$ cat config.mk
export PLATFORM = sky130hd
export DESIGN_NAME = telemetry_slot_tracker
export DESIGN_NICKNAME = d
export VERILOG_FILES = /design/src/hw/rtl/tst_pkg.sv /design/src/hw/rtl/telemetry_slot_tracker.sv /design/src/hw/rtl/tst_cfg.sv /design/src/hw/rtl/tst_front.sv /design/src/hw/rtl/tst_back.sv
export VERILOG_INCLUDE_DIRS = /design/src /design/src/hw/rtl
export SDC_FILE = /design/constraint.sdc
export NUM_CORES = 2
export LEC_CHECK = 0
export BUFFER_PORTS_ARGS = -buffer_cell sky130_fd_sc_hd__buf_2
export CORE_MARGIN = 1.5
export CORE_UTILIZATION = 55
export DETAILED_ROUTE_END_ITERATION = 8
export PLACE_DENSITY_LB_ADDON = 0.2
export SLEW_MARGIN = 20
export SYNTH_ARGS = -nofsm -noshare
export SYNTH_HDL_FRONTEND = slang
export SYNTH_SLANG_ARGS = --single-unit
$ cat constraint.sdc
create_clock -name clk -period 15.2 [get_ports clk]
set_clock_uncertainty 0.2 [all_clocks]
set_input_delay 2.28 -clock clk [delete_from_list [all_inputs] [get_ports clk]]
set_output_delay 2.28 -clock clk [all_outputs]
set_load 0.03 [all_outputs]
$ cat src/hw/rtl/assert_macros.svh
// Shared assertion macros for the slot tracker RTL.
`ifndef ASSERT_MACROS_SVH
`define ASSERT_MACROS_SVH

// Check prop at every clock edge outside reset.
`define TST_ASSERT(lbl, clk, rst_n, prop, msg) \
	lbl: assert property (@(posedge clk) disable iff (!rst_n) (prop)) else $error(msg);

// Check that cond never holds outside reset.
`define TST_ASSERT_NEVER(lbl, clk, rst_n, cond, msg) \
	`TST_ASSERT(lbl, clk, rst_n, !(cond), msg)

`endif

$ cat src/hw/rtl/tst_pkg.sv
package tst_pkg;

	localparam int unsigned MAX_SLOTS = 8;
	localparam int unsigned DEF_SLOTS = 8;
	localparam int unsigned ID_W      = 8;
	localparam int unsigned VAL_W     = 16;
	localparam int unsigned TIME_W    = 32;
	localparam int unsigned TMO_W     = 16;
	localparam int unsigned IDX_IN_W  = 3;
	localparam int unsigned CNT_W     = 4;
	localparam int unsigned ADDR_W    = 5;
	localparam int unsigned DATA_W    = 64;

	localparam logic [TMO_W-1:0] DEF_TIMEOUT = 16'd3000;
	localparam logic [VAL_W-1:0] DEF_NO_DATA = 16'h8000;

	localparam logic [1:0] REG_SLOT_IDS = 2'd0;
	localparam logic [1:0] REG_NO_DATA  = 2'd1;
	localparam logic [1:0] REG_TIMEOUT  = 2'd2;

	typedef enum logic [1:0] {
		ACT_SAMPLE = 2'd0,
		ACT_TICK   = 2'd1,
		ACT_CLEAR  = 2'd2,
		ACT_READ   = 2'd3
	} act_t;

	typedef struct packed {
		logic [DATA_W-1:0] slot_ids;
		logic [VAL_W-1:0]  no_data;
		logic [TMO_W-1:0]  timeout;
	} cfg_t;

	typedef struct packed {
		act_t                op;
		logic                walk;
		logic [ID_W-1:0]     sensor_id;
		logic [VAL_W-1:0]    value;
		logic [TIME_W-1:0]   now;
		logic [IDX_IN_W-1:0] slot_index;
	} cmd_t;

	typedef struct packed {
		logic [VAL_W-1:0] cur;
		logic [VAL_W-1:0] last;
		logic [VAL_W-1:0] maxv;
		logic [VAL_W-1:0] minv;
		logic [CNT_W-1:0] matched;
	} res_t;

endpackage

$ cat src/hw/rtl/telemetry_slot_tracker.sv
// Telemetry slot tracker: keeps current, last valid, max, min and timestamp for each slot.
// Requests enter a two-entry queue and are run one at a time by the slot engine, which
// visits one slot per cycle: sample, tick and clear walk every slot in turn, a read visits
// only the slot that it names; results wait in a two-entry output queue, and the engine
// takes no new request while that queue is full. Registers are at byte
// addresses 0 (slot ids), 8 (no-data code) and 16 (timeout); write them only while idle.
module telemetry_slot_tracker #(
	parameter int unsigned SLOTS = tst_pkg::DEF_SLOTS
) (
	input  logic                                clk,
	input  logic                                arst_n,
	input  logic                                psel,
	input  logic                                penable,
	input  logic                                pwrite,
	input  logic [tst_pkg::ADDR_W-1:0]          paddr,
	input  logic [tst_pkg::DATA_W-1:0]          pwdata,
	output logic [tst_pkg::DATA_W-1:0]          prdata,
	output logic                                pready,
	input  logic                                push,
	output logic                                full,
	input  logic [1:0]                          action,
	input  logic [tst_pkg::ID_W-1:0]            sensor_id,
	input  logic signed [tst_pkg::VAL_W-1:0]    sample_value,
	input  logic [tst_pkg::TIME_W-1:0]          now_ms,
	input  logic [tst_pkg::IDX_IN_W-1:0]        slot_index,
	output logic                                empty,
	input  logic                                pop,
	output logic signed [tst_pkg::VAL_W-1:0]    current_value,
	output logic signed [tst_pkg::VAL_W-1:0]    last_value,
	output logic signed [tst_pkg::VAL_W-1:0]    max_value,
	output logic signed [tst_pkg::VAL_W-1:0]    min_value,
	output logic [tst_pkg::CNT_W-1:0]           matched_slots
);
	import tst_pkg::*;

	cfg_t cfg;
	cmd_t cmd;
	res_t res;
	logic cmd_valid;
	logic cmd_take;

	tst_cfg u_cfg (
		.clk     (clk),
		.arst_n  (arst_n),
		.psel    (psel),
		.penable (penable),
		.pwrite  (pwrite),
		.paddr   (paddr),
		.pwdata  (pwdata),
		.prdata  (prdata),
		.pready  (pready),
		.cfg     (cfg)
	);

	tst_front u_front (
		.clk          (clk),
		.arst_n       (arst_n),
		.push         (push),
		.full         (full),
		.action       (action),
		.sensor_id    (sensor_id),
		.sample_value (sample_value),
		.now_ms       (now_ms),
		.slot_index   (slot_index),
		.cmd_valid    (cmd_valid),
		.cmd          (cmd),
		.cmd_take     (cmd_take)
	);

	tst_back #(
		.SLOTS (SLOTS)
	) u_back (
		.clk       (clk),
		.arst_n    (arst_n),
		.cfg       (cfg),
		.cmd_valid (cmd_valid),
		.cmd       (cmd),
		.cmd_take  (cmd_take),
		.empty     (empty),
		.pop       (pop),
		.res       (res)
	);

	assign current_value = res.cur;
	assign last_value    = res.last;
	assign max_value     = res.maxv;
	assign min_value     = res.minv;
	assign matched_slots = res.matched;

endmodule

$ cat src/hw/rtl/tst_cfg.sv
module tst_cfg (
	input  logic                       clk,
	input  logic                       arst_n,
	input  logic                       psel,
	input  logic                       penable,
	input  logic                       pwrite,
	input  logic [tst_pkg::ADDR_W-1:0] paddr,
	input  logic [tst_pkg::DATA_W-1:0] pwdata,
	output logic [tst_pkg::DATA_W-1:0] prdata,
	output logic                       pready,
	output tst_pkg::cfg_t              cfg
);
	import tst_pkg::*;

	logic [DATA_W-1:0] slot_ids_q;
	logic [VAL_W-1:0]  no_data_q;
	logic [TMO_W-1:0]  timeout_q;
	logic [1:0]        sel;
	logic              wr;

	assign pready = 1'b1;
	assign sel    = paddr[ADDR_W-1:ADDR_W-2];
	assign wr     = psel && penable && pwrite && pready;

	always_ff @(posedge clk or negedge arst_n) begin
		if (!arst_n) begin
			slot_ids_q <= '0;
			no_data_q  <= DEF_NO_DATA;
			timeout_q  <= DEF_TIMEOUT;
		end else if (wr) begin
			unique case (sel)
				REG_SLOT_IDS: slot_ids_q <= pwdata;
				REG_NO_DATA:  no_data_q  <= pwdata[VAL_W-1:0];
				REG_TIMEOUT:  timeout_q  <= pwdata[TMO_W-1:0];
				default: ;
			endcase
		end
	end

	always_comb begin
		unique case (sel)
			REG_SLOT_IDS: prdata = slot_ids_q;
			REG_NO_DATA:  prdata = {{(DATA_W-VAL_W){1'b0}}, no_data_q};
			REG_TIMEOUT:  prdata = {{(DATA_W-TMO_W){1'b0}}, timeout_q};
			default:      prdata = '0;
		endcase
	end

	assign cfg.slot_ids = slot_ids_q;
	assign cfg.no_data  = no_data_q;
	assign cfg.timeout  = timeout_q;

endmodule

$ cat src/hw/rtl/tst_front.sv
module tst_front (
	input  logic                         clk,
	input  logic                         arst_n,
	input  logic                         push,
	output logic                         full,
	input  logic [1:0]                   action,
	input  logic [tst_pkg::ID_W-1:0]     sensor_id,
	input  logic [tst_pkg::VAL_W-1:0]    sample_value,
	input  logic [tst_pkg::TIME_W-1:0]   now_ms,
	input  logic [tst_pkg::IDX_IN_W-1:0] slot_index,
	output logic                         cmd_valid,
	output tst_pkg::cmd_t                cmd,
	input  logic                         cmd_take
);
	import tst_pkg::*;

	cmd_t       mem_q [2];
	cmd_t       req;
	logic       wr_q;
	logic       rd_q;
	logic [1:0] cnt_q;
	logic       acc;

	// classify the request
	always_comb begin
		req.op         = act_t'(action);
		req.walk       = act_t'(action) != ACT_READ;
		req.sensor_id  = sensor_id;
		req.value      = sample_value;
		req.now        = now_ms;
		req.slot_index = slot_index;
	end

	assign full      = cnt_q == 2'd2;
	assign acc       = push && !full;
	assign cmd_valid = cnt_q != 2'd0;
	assign cmd       = mem_q[rd_q];

	always_ff @(posedge clk) begin
		if (acc) begin
			mem_q[wr_q] <= req;
		end
	end

	always_ff @(posedge clk or negedge arst_n) begin
		if (!arst_n) begin
			wr_q  <= 1'b0;
			rd_q  <= 1'b0;
			cnt_q <= 2'd0;
		end else begin
			if (acc) begin
				wr_q <= !wr_q;
			end
			if (cmd_take) begin
				rd_q <= !rd_q;
			end
			cnt_q <= cnt_q + 2'(acc) - 2'(cmd_take);
		end
	end

endmodule

$ cat src/hw/rtl/tst_back.sv
`include "assert_macros.svh"

module tst_back #(
	parameter int unsigned SLOTS = tst_pkg::DEF_SLOTS
) (
	input  logic          clk,
	input  logic          arst_n,
	input  tst_pkg::cfg_t cfg,
	input  logic          cmd_valid,
	input  tst_pkg::cmd_t cmd,
	output logic          cmd_take,
	output logic          empty,
	input  logic          pop,
	output tst_pkg::res_t res
);
	import tst_pkg::*;

	localparam int unsigned IDX_W = (SLOTS > 1) ? $clog2(SLOTS) : 1;
	localparam logic [IDX_W-1:0] LAST_IDX = IDX_W'(SLOTS - 1);

	typedef enum logic [1:0] {
		ST_IDLE = 2'b01,
		ST_RUN  = 2'b10
	} st_t;

	st_t               state_q;
	cmd_t              cmd_q;
	logic [IDX_W-1:0]  idx_q;
	logic [CNT_W-1:0]  match_cnt_q;

	logic [VAL_W-1:0]  cur_q   [SLOTS];
	logic [VAL_W-1:0]  last_q  [SLOTS];
	logic [VAL_W-1:0]  max_q   [SLOTS];
	logic [VAL_W-1:0]  min_q   [SLOTS];
	logic [TIME_W-1:0] stamp_q [SLOTS];

	res_t              res_mem_q [2];
	logic              res_wr_q;
	logic              res_rd_q;
	logic [1:0]        res_cnt_q;

	logic [VAL_W-1:0]  cur;
	logic [VAL_W-1:0]  lst;
	logic [VAL_W-1:0]  mx;
	logic [VAL_W-1:0]  mn;
	logic [TIME_W-1:0] stamp;
	logic [ID_W-1:0]   slot_id;
	logic [TIME_W-1:0] age;
	logic              hit;
	logic              expired;
	logic              cur_live;
	logic              max_upd;
	logic              min_upd;
	logic              in_range;
	logic              running;
	logic              done;
	logic [CNT_W-1:0]  matched_next;
	logic              res_push;
	logic              res_pop;
	res_t              res_in;

	assign running  = state_q == ST_RUN;
	assign cmd_take = state_q == ST_IDLE && cmd_valid && res_cnt_q != 2'd2;

	assign cur      = cur_q[idx_q];
	assign lst      = last_q[idx_q];
	assign mx       = max_q[idx_q];
	assign mn       = min_q[idx_q];
	assign stamp    = stamp_q[idx_q];
	assign slot_id  = cfg.slot_ids[{idx_q, 3'b000} +: ID_W];
	assign hit      = slot_id == cmd_q.sensor_id;
	assign age      = cmd_q.now - stamp;
	assign expired  = age > {{(TIME_W-TMO_W){1'b0}}, cfg.timeout};
	assign cur_live = cur != cfg.no_data;
	assign max_upd  = cur_live && (mx == cfg.no_data || $signed(cur) > $signed(mx));
	assign min_upd  = cur_live && (mn == cfg.no_data || $signed(cur) < $signed(mn));
	assign in_range = {1'b0, cmd_q.slot_index} < CNT_W'(SLOTS);
	assign done     = running && (!cmd_q.walk || idx_q == LAST_IDX);

	assign matched_next = match_cnt_q + CNT_W'(hit && cmd_q.op == ACT_SAMPLE);

	always_comb begin
		res_in = '0;
		if (cmd_q.op == ACT_READ) begin
			if (in_range) begin
				res_in.cur  = cur;
				res_in.last = lst;
				res_in.maxv = mx;
				res_in.minv = mn;
			end else begin
				res_in.cur  = cfg.no_data;
				res_in.last = cfg.no_data;
				res_in.maxv = cfg.no_data;
				res_in.minv = cfg.no_data;
			end
		end
		if (cmd_q.op == ACT_SAMPLE) begin
			res_in.matched = matched_next;
		end
	end

	// sequencer
	always_ff @(posedge clk or negedge arst_n) begin
		if (!arst_n) begin
			state_q     <= ST_IDLE;
			idx_q       <= '0;
			match_cnt_q <= '0;
		end else begin
			unique case (state_q)
				ST_IDLE: begin
					if (cmd_take) begin
						state_q     <= ST_RUN;
						idx_q       <= cmd.walk ? '0 : cmd.slot_index[IDX_W-1:0];
						match_cnt_q <= '0;
					end
				end
				ST_RUN: begin
					if (done) begin
						state_q <= ST_IDLE;
					end else begin
						idx_q       <= idx_q + IDX_W'(1);
						match_cnt_q <= matched_next;
					end
				end
				default: state_q <= ST_IDLE;
			endcase
		end
	end

	always_ff @(posedge clk) begin
		if (cmd_take) begin
			cmd_q <= cmd;
		end
	end

	// slot records
	always_ff @(posedge clk or negedge arst_n) begin
		if (!arst_n) begin
			for (int i = 0; i < SLOTS; i++) begin
				cur_q[i]   <= DEF_NO_DATA;
				last_q[i]  <= DEF_NO_DATA;
				max_q[i]   <= DEF_NO_DATA;
				min_q[i]   <= DEF_NO_DATA;
				stamp_q[i] <= '0;
			end
		end else if (running) begin
			case (cmd_q.op)
				ACT_SAMPLE: begin
					if (hit) begin
						cur_q[idx_q] <= cmd_q.value;
						if (cmd_q.value != cfg.no_data) begin
							last_q[idx_q]  <= cmd_q.value;
							stamp_q[idx_q] <= cmd_q.now;
						end
					end
				end
				ACT_TICK: begin
					if (max_upd) begin
						max_q[idx_q] <= cur;
					end
					if (min_upd) begin
						min_q[idx_q] <= cur;
					end
					if (expired) begin
						cur_q[idx_q] <= cfg.no_data;
					end
				end
				ACT_CLEAR: begin
					cur_q[idx_q]   <= cfg.no_data;
					last_q[idx_q]  <= cfg.no_data;
					max_q[idx_q]   <= cfg.no_data;
					min_q[idx_q]   <= cfg.no_data;
					stamp_q[idx_q] <= cmd_q.now;
				end
				default: ;
			endcase
		end
	end

	// result queue
	assign res_push = done;
	assign empty    = res_cnt_q == 2'd0;
	assign res_pop  = pop && !empty;
	assign res      = res_mem_q[res_rd_q];

	always_ff @(posedge clk) begin
		if (res_push) begin
			res_mem_q[res_wr_q] <= res_in;
		end
	end

	always_ff @(posedge clk or negedge arst_n) begin
		if (!arst_n) begin
			res_wr_q  <= 1'b0;
			res_rd_q  <= 1'b0;
			res_cnt_q <= 2'd0;
		end else begin
			if (res_push) begin
				res_wr_q <= !res_wr_q;
			end
			if (res_pop) begin
				res_rd_q <= !res_rd_q;
			end
			res_cnt_q <= res_cnt_q + 2'(res_push) - 2'(res_pop);
		end
	end

	`TST_ASSERT(a_take_runs, clk, arst_n, cmd_take |=> state_q == ST_RUN, "take did not start run")
	`TST_ASSERT(a_push_idles, clk, arst_n, res_push |=> state_q == ST_IDLE, "push did not end run")
	`TST_ASSERT_NEVER(a_res_ovf, clk, arst_n, res_push && !res_pop && res_cnt_q == 2'd2, "result overflow")
	`TST_ASSERT(a_match_zero, clk, arst_n, res_push && cmd_q.op != ACT_SAMPLE |-> res_in.matched == '0, "count on non-sample")

endmodule
==> results.json <==
{
  "outcome": "completed",
  "report.final.slew_viol_count": 0,
  "postRouteAntennaNets": 0,
  "synth_flop_cell": "sky130_fd_sc_hd__dfrtp_1",
  "fp.coreArea_um2": 102000,
  "drive_gt1_share_pct": 41.5,
  "muxShareOfSynthArea_pct": 25.3,
  "drt_drc_violations_left": 0,
  "cts_htree_levels": 4,
  "fmax_mhz": 112,
  "areaGrowthSynthToFinish_pct": 12.0,
  "dp_worst_setup_slack_ps": 6370,
  "dp.final_hpwl_um": 98000,
  "synth_area_per_cell_um2": 14.2,
  "placement.io_buffers": 267,
  "vdd_drop_max_mv": 0.211,
  "ctsRootBufferMaster": "sky130_fd_sc_hd__clkbuf_16",
  "pleak_uw": 0.0281,
  "cts_hold_repair.buffers": 0,
  "slowest_stage_delay_on_critical_path_ps": 960,
  "critical_path_buf_inv_count": 3,
  "crit_path_start_kind": "flip-flop",
  "clock_insertion_delay_worst_skew_ps": 740,
  "crit_family": "simple AND/OR/NAND/NOR gates",
  "final.min_clock_period_ps": 8950,
  "chipHeight_um": 323,
  "die_x_um": 323,
  "r2r_slack_ps": 6250,
  "setup_slack_ps": 6250,
  "worst_hold_slack_ps": 295,
  "sequential_to_total_area_share_from_yosys_stat_pct": 56.3,
  "power_per_cell_area_nw_per_um2": 215,
  "synth_area_leader_cell": "sky130_fd_sc_hd__dfrtp_1",
  "netlist_area_um2": 56300,
  "cpMaxStageDelayCell": "sky130_fd_sc_hd__dfrtp_4",
  "cts_resized": 0,
  "worst_hold_path_type": "flip-flop to flip-flop",
  "yosys_warnings": 0,
  "clk_pin_slew_ps": 60,
  "critical_path.most_common_cell": "sky130_fd_sc_hd__buf_4",
  "finish.utilization_pct": 62.1,
  "aggregate_global_routing_overflow": 0,
  "grt_antenna_before_repair": 8,
  "postSynthRegisterBits": 1200,
  "summed_negative_setup_slack_over_all_endpoints_ps": 0,
  "floorplan.die_area_um2": 104000,
  "post_layout_nets": 4424,
  "worst-slew-pin-transition_ps": 1130,
  "post_synth_num_cell_types": 84,
  "cts_num_sinks": 1200,
  "cts_inserted_buffers": 130,
  "fin_crit_sh_pct": 58.9,
  "drtIter0Drc": 3359,
  "postSynthNetCount": 4194,
  "maxCapViolations": 0,
  "yosys.area_share.adder_pct": 2.15,
  "ys_top_cells_by_area": "sky130_fd_sc_hd__dfrtp_1 (37%), sky130_fd_sc_hd__mux2_2 (20%), sky130_fd_sc_hd__edfxtp_1 (17%)",
  "placed_area_um2": 58800,
  "start_util_pct": 55.4,
  "cts_tree": "yes",
  "first_pass_iteration_count_of_the_detailed_router": 6,
  "io-pin-count": 272,
  "maximum_number_of_pins_on_one_net_before_global_route_repair": 168,
  "postCtsSetupRepairBufs": 0,
  "grt_pass1_wl_um": 231000,
  "synth_top_cell_area_share_pct": 37.3,
  "post_synth_inst_count": 3961,
  "critical_path.endpoint_type": "flip-flop",
  "critPathKind": "flip-flop to flip-flop",
  "hold_vio_cnt_final": 0,
  "report.final.setup_viol": 0,
  "detail_route.vias_per_cell": 6.27,
  "critical_path_required_ps": 15600,
  "via_count_of_the_first_global_routing_pass": 35800,
  "grt_setup_unrepaired": "false",
  "grt_util_all_layers_pct": 29.8,
  "arrival_worst_endpoint_ps": 9350,
  "synth_top_family_by_area": "multiplexers",
  "gp_congestion": 0.933,
  "timing.critical_path.fanout_max": 49,
  "placementRows": 117,
  "routed-via-count": 35500,
  "yosys.area_share.xor_xnor_pct": 1.62,
  "proportion_of_synthesized_flip_flops_having_asynchronous_set_or_reset_pct": 73.4,
  "synth_enable_flop_cells": 319,
  "clock_path_buffers": 3,
  "finish.instance_area_um2": 63000,
  "yosys.area_share.simple_pct": 4.81,
  "postRouteWirelength_um": 154000,
  "post_drt_wl_per_cell_um": 27.2,
  "area_fraction_in_compound_gates_after_synthesis_pct": 7.10,
  "timing.slew.headroom_pct": 23.9
}
[worst paths after layout]
path	cells past startpoint	end	from
min in group asynchronous	1	u_back.min_q[123]$_DFFE_PN0P_	arst_n
max in group asynchronous	4	u_back.stamp_q[181]$_DFFE_PN0P_	arst_n
worst max-delay path	25	u_back.cur_q[98]$_DFFE_PN0P_	u_back.idx_q[2]$_DFFE_PN0P_
worst min register to register	1	u_front.cnt_q[1]$_DFF_PN0_	u_front.cnt_q[1]$_DFF_PN0_
worst max register to register	25	u_back.cur_q[98]$_DFFE_PN0P_	u_back.idx_q[2]$_DFFE_PN0P_
worst min-delay path	1	u_front.cnt_q[1]$_DFF_PN0_	u_front.cnt_q[1]$_DFF_PN0_
[area by class of cell]
| cell class | count | area [um^2] |
|---|---|---|
| multi-input combinational | 2442 | 23200 |
| tap | 1368 | 1710 |
| antenna | 3 | 7.51 |
| fill | 7911 | 38600 |
| clock buffer | 193 | 3820 |
| inverter | 60 | 225 |
| clock inverter | 38 | 338 |
| timing repair buffer | 357 | 2060 |
| sequential | 1200 | 31700 |
[state kept, by name, indices dropped and copies added, names as in the netlist, 59 cells and up]
| register | cells |
|---|---|
| u_back.stamp_q | 256 |
| u_back.res_mem_q | 136 |
| u_back.cur_q | 128 |
| u_back.last_q | 128 |
| u_back.max_q | 128 |
| u_back.min_q | 128 |
| u_front.mem_q | 124 |
| u_cfg.slot_ids_q | 64 |
| u_back.cmd_q | 59 |
[report_power, final]
group,internal [uW],switching (uW)
Combinational,2170,3300
Clock,1810,1280
Sequential,4300,705
[cell families (layout without fill, tap and decap cells)]
family                     Yosys count  count (layout)
AOI/OAI and AO/OA                  557             557
muxes                             1201            1201
other                                1               4
xor gates and xnor gates           104             104
adders and majority gates           96              96
and+or+nand+nor                    483             483
buffers and inverters              319             648
DFF                               1200            1200
[layout by cell type (no fill, tap or decap), drive strengths merged, types with 10 or more instances in the layout]
cell type,n
a211oi,12
a21o,19
a21oi,77
a221o,19
a221oi,103
a22o,45
a22oi,92
a31oi,19
and2,68
and3,27
buf,357
clkbuf,193
clkinv,25
dfrtp,840
dfstp,41
edfxtp,319
ha,95
inv,63
mux2,1077
mux2i,86
mux4,38
nand2,116
nand2b,14
nand3,28
nand4,29
nor2,120
nor2b,10
nor3,23
nor4,16
o211ai,11
o21a,12
o21ai,104
xnor2,76
xor2,28
[through the flow]
stage	total power (uW)	instances
detailed placement	10400	5426
global route	14200	5660
finish	13600	5661
global placement	10300	5426
CTS	13500	5657
floorplan	8560	3961
[routing by layer]
metal,GRT usage (%),routed length (um)
met1,41.7,67100
met4,10.5,4980
met3,6.30,11400
met5,0,61
met2,46.1,70600
[cell usage after synthesis, types with 20 or more instances]
cell type	number
sky130_fd_sc_hd__mux2_2	975
sky130_fd_sc_hd__dfrtp_1	840
sky130_fd_sc_hd__edfxtp_1	319
sky130_fd_sc_hd__clkbuf_1	123
sky130_fd_sc_hd__nor2_1	117
sky130_fd_sc_hd__nand2_1	108
sky130_fd_sc_hd__a221oi_1	102
sky130_fd_sc_hd__mux2_4	101
sky130_fd_sc_hd__o21ai_0	99
sky130_fd_sc_hd__ha_1	95
sky130_fd_sc_hd__a22oi_1	92
sky130_fd_sc_hd__mux2i_1	85
sky130_fd_sc_hd__a21oi_1	77
sky130_fd_sc_hd__xnor2_1	76
sky130_fd_sc_hd__buf_2	71
sky130_fd_sc_hd__and2_1	65
sky130_fd_sc_hd__inv_1	58
sky130_fd_sc_hd__a22o_1	45
sky130_fd_sc_hd__dfstp_2	41
sky130_fd_sc_hd__mux4_2	38
sky130_fd_sc_hd__nand4_1	29
sky130_fd_sc_hd__xor2_1	28
sky130_fd_sc_hd__and3_1	27
sky130_fd_sc_hd__buf_6	25
sky130_fd_sc_hd__buf_4	20
sky130_fd_sc_hd__nand3_1	20
sky130_fd_sc_hd__nor3_1	20
(Power assumes the default switching activity.)
